### config.mk
export PLATFORM = sky130hd
export DESIGN_NAME = dtb_controller
export DESIGN_NICKNAME = d
export VERILOG_FILES = /design/src/hdl/dtb_pkg.sv /design/src/hdl/dtb_controller.sv
export SDC_FILE = /design/constraint.sdc
export NUM_CORES = 1
export LEC_CHECK = 0
export ABC_AREA = 1
export BUFFER_PORTS_ARGS = -buffer_cell sky130_fd_sc_hd__buf_4
export CELL_PAD_IN_SITES_DETAIL_PLACEMENT = 1
export CELL_PAD_IN_SITES_GLOBAL_PLACEMENT = 1
export CORE_AREA = 4 4 41 43
export CTS_CLUSTER_DIAMETER = 150
export DETAILED_ROUTE_END_ITERATION = 16
export DIE_AREA = 0 0 45 47
export HOLD_SLACK_MARGIN = 0.06
export MAX_ROUTING_LAYER = met4
export PLACE_DENSITY = 0.64
export RECOVER_POWER = 25
export SLEW_MARGIN = 30
export SYNTH_ARGS = -nofsm -noshare
export SYNTH_HDL_FRONTEND = slang
export SYNTH_SLANG_ARGS = --single-unit
### constraint.sdc
create_clock -name clk -period 1.3 [get_ports clk]
set_input_delay 0 -clock clk [delete_from_list [all_inputs] [get_ports clk]]
set_output_delay 0 -clock clk [all_outputs]
set_load 0.03 [all_outputs]
### src/hdl/dtb_pkg.sv
`timescale 1ns / 1ps

package dtb_pkg;

    // fixed widths of the stream fields
    localparam int unsigned IN_COORD_W  = 32;
    localparam int unsigned OUT_COORD_W = 32;
    localparam int unsigned IDX_OUT_W   = 6;
    localparam int unsigned HELD_OUT_W  = 7;
    localparam int unsigned STRIDE_W    = 5;
    localparam int unsigned CTR_W       = 32;

    // x, y, z on the input side
    localparam int unsigned S_TDATA_W = 3 * IN_COORD_W;
    // x, y, z, entry_index, entries_held, stride_exponent, padded to bytes
    localparam int unsigned M_USED_W  = 3 * OUT_COORD_W + IDX_OUT_W + HELD_OUT_W + STRIDE_W;
    localparam int unsigned M_TDATA_W = ((M_USED_W + 7) / 8) * 8;
    localparam int unsigned M_PAD_W   = M_TDATA_W - M_USED_W;

    localparam logic [STRIDE_W-1:0] STRIDE_LOG_MAX = 5'd31;

    // input kind carried on s_tuser
    localparam logic MODE_PUSH = 1'b0;
    localparam logic MODE_READ = 1'b1;

    // controller to datapath
    typedef struct packed {
        logic capture;      // latch the incoming point
        logic ctr_inc;      // advance the push counter
        logic store_write;  // append held point at the current count
        logic idx_clr;
        logic idx_inc;
        logic rd_issue;     // readout memory read at idx
        logic thin_step;    // read entry 2*idx, write entry idx-1
        logic thin_done;    // halve count, bump stride
        logic out_load;     // fill the output register
    } ctl_cmd_t;

    // datapath to controller
    typedef struct packed {
        logic take;         // push counter is a multiple of the stride
        logic full;
        logic thin_last;
        logic rd_last;
        logic out_free;
    } dp_status_t;

endpackage

### src/hdl/dtb_controller.sv
`timescale 1ns / 1ps

module dtb_controller (
    input  logic                 clk,
    input  logic                 rst_n,
    input  logic                 in_tvalid,
    input  logic                 in_tuser,
    output logic                 in_tready,
    input  dtb_pkg::dp_status_t  status,
    output dtb_pkg::ctl_cmd_t    cmd
);

    typedef enum logic [2:0] {
        S_IDLE,
        S_PUSH,
        S_THIN,
        S_APPEND,
        S_RD_REQ,
        S_RD_LOAD
    } state_t;

    state_t state_reg;
    state_t state_next;
    logic   ready_reg;
    logic   accept;

    assign accept    = in_tvalid && ready_reg;
    assign in_tready = ready_reg;

    always_comb
    begin
        cmd        = '0;
        state_next = state_reg;
        unique case (state_reg)
            S_IDLE:
            begin
                if (accept)
                begin
                    cmd.capture = 1'b1;
                    if (in_tuser == dtb_pkg::MODE_READ)
                    begin
                        cmd.idx_clr = 1'b1;
                        state_next  = S_RD_REQ;
                    end
                    else
                    begin
                        state_next = S_PUSH;
                    end
                end
            end
            S_PUSH:
            begin
                cmd.ctr_inc = 1'b1;
                state_next  = S_IDLE;
                if (status.take && status.full)
                begin
                    cmd.idx_clr = 1'b1;
                    state_next  = S_THIN;
                end
                else if (status.take)
                begin
                    cmd.store_write = 1'b1;
                end
            end
            S_THIN:
            begin
                cmd.thin_step = 1'b1;
                if (status.thin_last)
                begin
                    cmd.thin_done = 1'b1;
                    state_next    = S_APPEND;
                end
            end
            S_APPEND:
            begin
                cmd.store_write = 1'b1;
                state_next      = S_IDLE;
            end
            S_RD_REQ:
            begin
                cmd.rd_issue = 1'b1;
                state_next   = S_RD_LOAD;
            end
            S_RD_LOAD:
            begin
                if (status.out_free)
                begin
                    cmd.out_load = 1'b1;
                    if (status.rd_last)
                    begin
                        state_next = S_IDLE;
                    end
                    else
                    begin
                        cmd.idx_inc = 1'b1;
                        state_next  = S_RD_REQ;
                    end
                end
            end
            default:
            begin
                state_next = S_IDLE;
            end
        endcase
    end

    always_ff @(posedge clk or negedge rst_n)
    begin
        if (!rst_n)
        begin
            state_reg <= S_IDLE;
            ready_reg <= 1'b0;
        end
        else
        begin
            state_reg <= state_next;
            ready_reg <= (state_next == S_IDLE);
        end
    end

endmodule

==> results.json <==
{
  "drc": 0,
  "cts_sinks": 4,
  "num_antenna_cells": 0,
  "grt-ovfl-total": 0,
  "slew_headroom_pct": 84.9,
  "intPower_uw": 550,
  "wl_per_cell_um": 10.5,
  "layout-drive-gt1-share_pct": 43.8,
  "dieArea_mm2": 0.00212,
  "areaGrowthSynthToFinish_pct": 75.2,
  "total_power_uw": 1080,
  "p_sw_uw": 531,
  "critPathKind": "flop to primary output",
  "p_seq_share_pct": 23.1,
  "clk_latency_ps": 240,
  "rsz0062_at_grt": "yes",
  "portBuffers": 18,
  "antenna_found_initial": 0,
  "pin_count": 19,
  "synth.area.top_cells": "dfrtp_1, nand2_1, inv_1",
  "worstMarginPinSlew_ps": 227,
  "h-tree-depth": 1,
  "post_drt_via_cell_ratio": 4.19,
  "ys_seq_area_share_pct": 33.1,
  "finalCriticalPeriod_ps": 1280,
  "cpMaxStageDelayCell": "dfrtp_1",
  "swShare_pct": 49.1,
  "max_stage_delay_ps": 410,
  "syn-cell-area_um2": 303,
  "fp.coreArea_mm2": 0.00130,
  "start_util_pct": 23.3,
  "nNetsFinal": 83,
  "fin_area_um2": 531,
  "dp_hpwl_um": 771,
  "wl_um": 923,
  "grt_pass1_vias": 374,
  "ys_warn_count": 0,
  "synth-edff-count": 0,
  "worstPathArrival_ps": 1280,
  "path_cells": "inv_1 > nand2_4 > nor3_4 > nand2_2 > o31ai_2 > buf_4",
  "crit_path_start_kind": "flop",
  "endpoint_kind": "primary output",
  "grt_pass1_wl_mm": 1.47,
  "synthDistinctLibCells": 14,
  "die_y_um": 47,
  "placed_area_um2": 457,
  "synth_top_area_cell": "dfrtp_1",
  "p_clk_share_pct": 15.7,
  "finalHoldViolCount": 0,
  "drt_pre_antenna_iters": 1,
  "p_leak_uw": 0.000314,
  "drt_iter0_drc": 0,
  "pwr-share-comb_pct": 61.2,
  "irDropWorstVdd_mv": 0.846,
  "slew_viol_final": 0,
  "cp_max_fo": 4,
  "fin_crit_sh_pct": 98.8,
  "yosysMostFrequentCell": "nand2_1",
  "synth_commonest_cells": "nand2_1, inv_1, nor2_1",
  "max_freq_ghz": 0.779,
  "synthCells": 47,
  "avgSynthCellArea_um2": 6.44,
  "maxCapViolations": 0,
  "fillerInstances": 180,
  "hold_path_class": "primary input to async pin",
  "largest_reg_flops": 3,
  "setup_viol": 0,
  "rows": 13,
  "synthFlopType": "dfrtp_1",
  "ant_nets": 0,
  "netlist.area_leader.share_pct": 33.1,
  "grt_usage_pct": 9.98,
  "cts_tree": "done",
  "place_congestion": 0.745,
  "cts-root-buf": "clkbuf_4",
  "cts_made_buffers": 3,
  "powerDensity_mw_per_mm2": 2040,
  "vias": 369,
  "clk_pin_slew_ps": 40,
  "status": "completed",
  "grt_max_degree": 10,
  "cts_buffer_depth": 2,
  "ys_seq_elements": 4,
  "synth_async_sr_flop_share_pct": 100,
  "fin_skew_ps": 8.06,
  "synth_nets": 56,
  "die_w_um": 45,
  "cp.required_ps": 1300
}
## timing repair
action                                  in CTS  in global routing
hold buffers                                 2                  0
resized for setup                            2                  1
endpoints found under the hold margin        5                  0
pin swaps                                    1                  0
buffers inserted                             2                  1
endpoints found under the setup margin       3                  4
## worst max-delay path: cells and delay by family, from the launching register on
| family | cells | cell delay [ps] |
|---|---|---|
| flip-flops | 1 | 410 |
| buffers and inverters | 2 | 300 |
| AND/OR/NAND/NOR | 3 | 280 |
| AO/OA/AOI/OAI | 1 | 60 |
## layout make-up
type / instances / area (um^2) / share of cell area [%]
well taps: 15 / 18.8 / 3.54
flip-flops and latches: 4 / 103 / 19.3
multi-input cells: 30 / 164 / 30.9
inverters: 12 / 45.0 / 8.49
repair buffers: 23 / 174 / 32.8
clock buffers: 4 / 26.3 / 4.95
## logic make-up after synthesis
logic type / after synthesis / synth area share (%)
and+or+nand+nor: 26 / 40.9
buffers and inverters: 13 / 18.6
DFF: 4 / 33.1
AOI/OAI and AO/OA: 4 / 7.44
## power by group through the flow
stage	registers [uW]	clock network [uW]	logic, uW
after floorplan	245	0	415
after global placement	254	0	586
after detailed placement	255	0	588
after CTS	252	178	636
after global routing	259	186	724
final	250	169	661
## worst paths after layout
path,slack [ps],from,to,cells after the start
min reg2reg,680,state_reg[1],state_reg[1],3
max,20,state_reg[0],cmd[5],6
max reg2reg,140,state_reg[1],in_tready,7
min in group clk,140,status[1],state_reg[2],4
max in group asynchronous,960,rst_n,state_reg[1],2
min,120,rst_n,state_reg[2],2
## per-stage QoR
stage | TNS (ps) | hold WS [ps] | worst slack [ps] | instances | utilization [%]
after detailed placement | 0 | -199 | 153 | 79 | 35.1
final | 0 | 122 | 16.0 | 88 | 40.8
after floorplan | 0 | -296 | 67.8 | 47 | -
after CTS | -12.6 | 85.5 | -12.6 | 87 | 40.1
after global placement | 0 | -201 | 163 | 79 | 35.1
after global routing | -174 | 152 | -67.4 | 88 | 40.8
## cells in the final DEF (no fill, tap or decap), drive strengths merged
master | netlist | layout
buf | 1 | 20
nand2 | 14 | 14
inv | 12 | 12
nor2 | 5 | 5
clkbuf | 0 | 5
dfrtp | 4 | 4
nand3 | 3 | 3
nor3 | 3 | 3
o21ai | 2 | 2
dlygate4sd3 | 0 | 2
o31ai | 1 | 1
nand4 | 1 | 1
a21oi | 1 | 1
## per-layer routing
| layer | share of wire, % | up-vias | global-route usage, % | wire length (um) |
|---|---|---|---|---|
| li1 | - | 194 | - | - |
| met1 | 46 | 162 | 12.6 | 425 |
| met2 | 46 | 13 | 15.5 | 423 |
| met3 | 8.0 | 0 | 1.15 | 74 |
| met4 | 0 | 0 | 5.26 | 0 |
| met5 | 0 | - | - | 0 |
No activity file was read; power rests on OpenSTA's default activity.
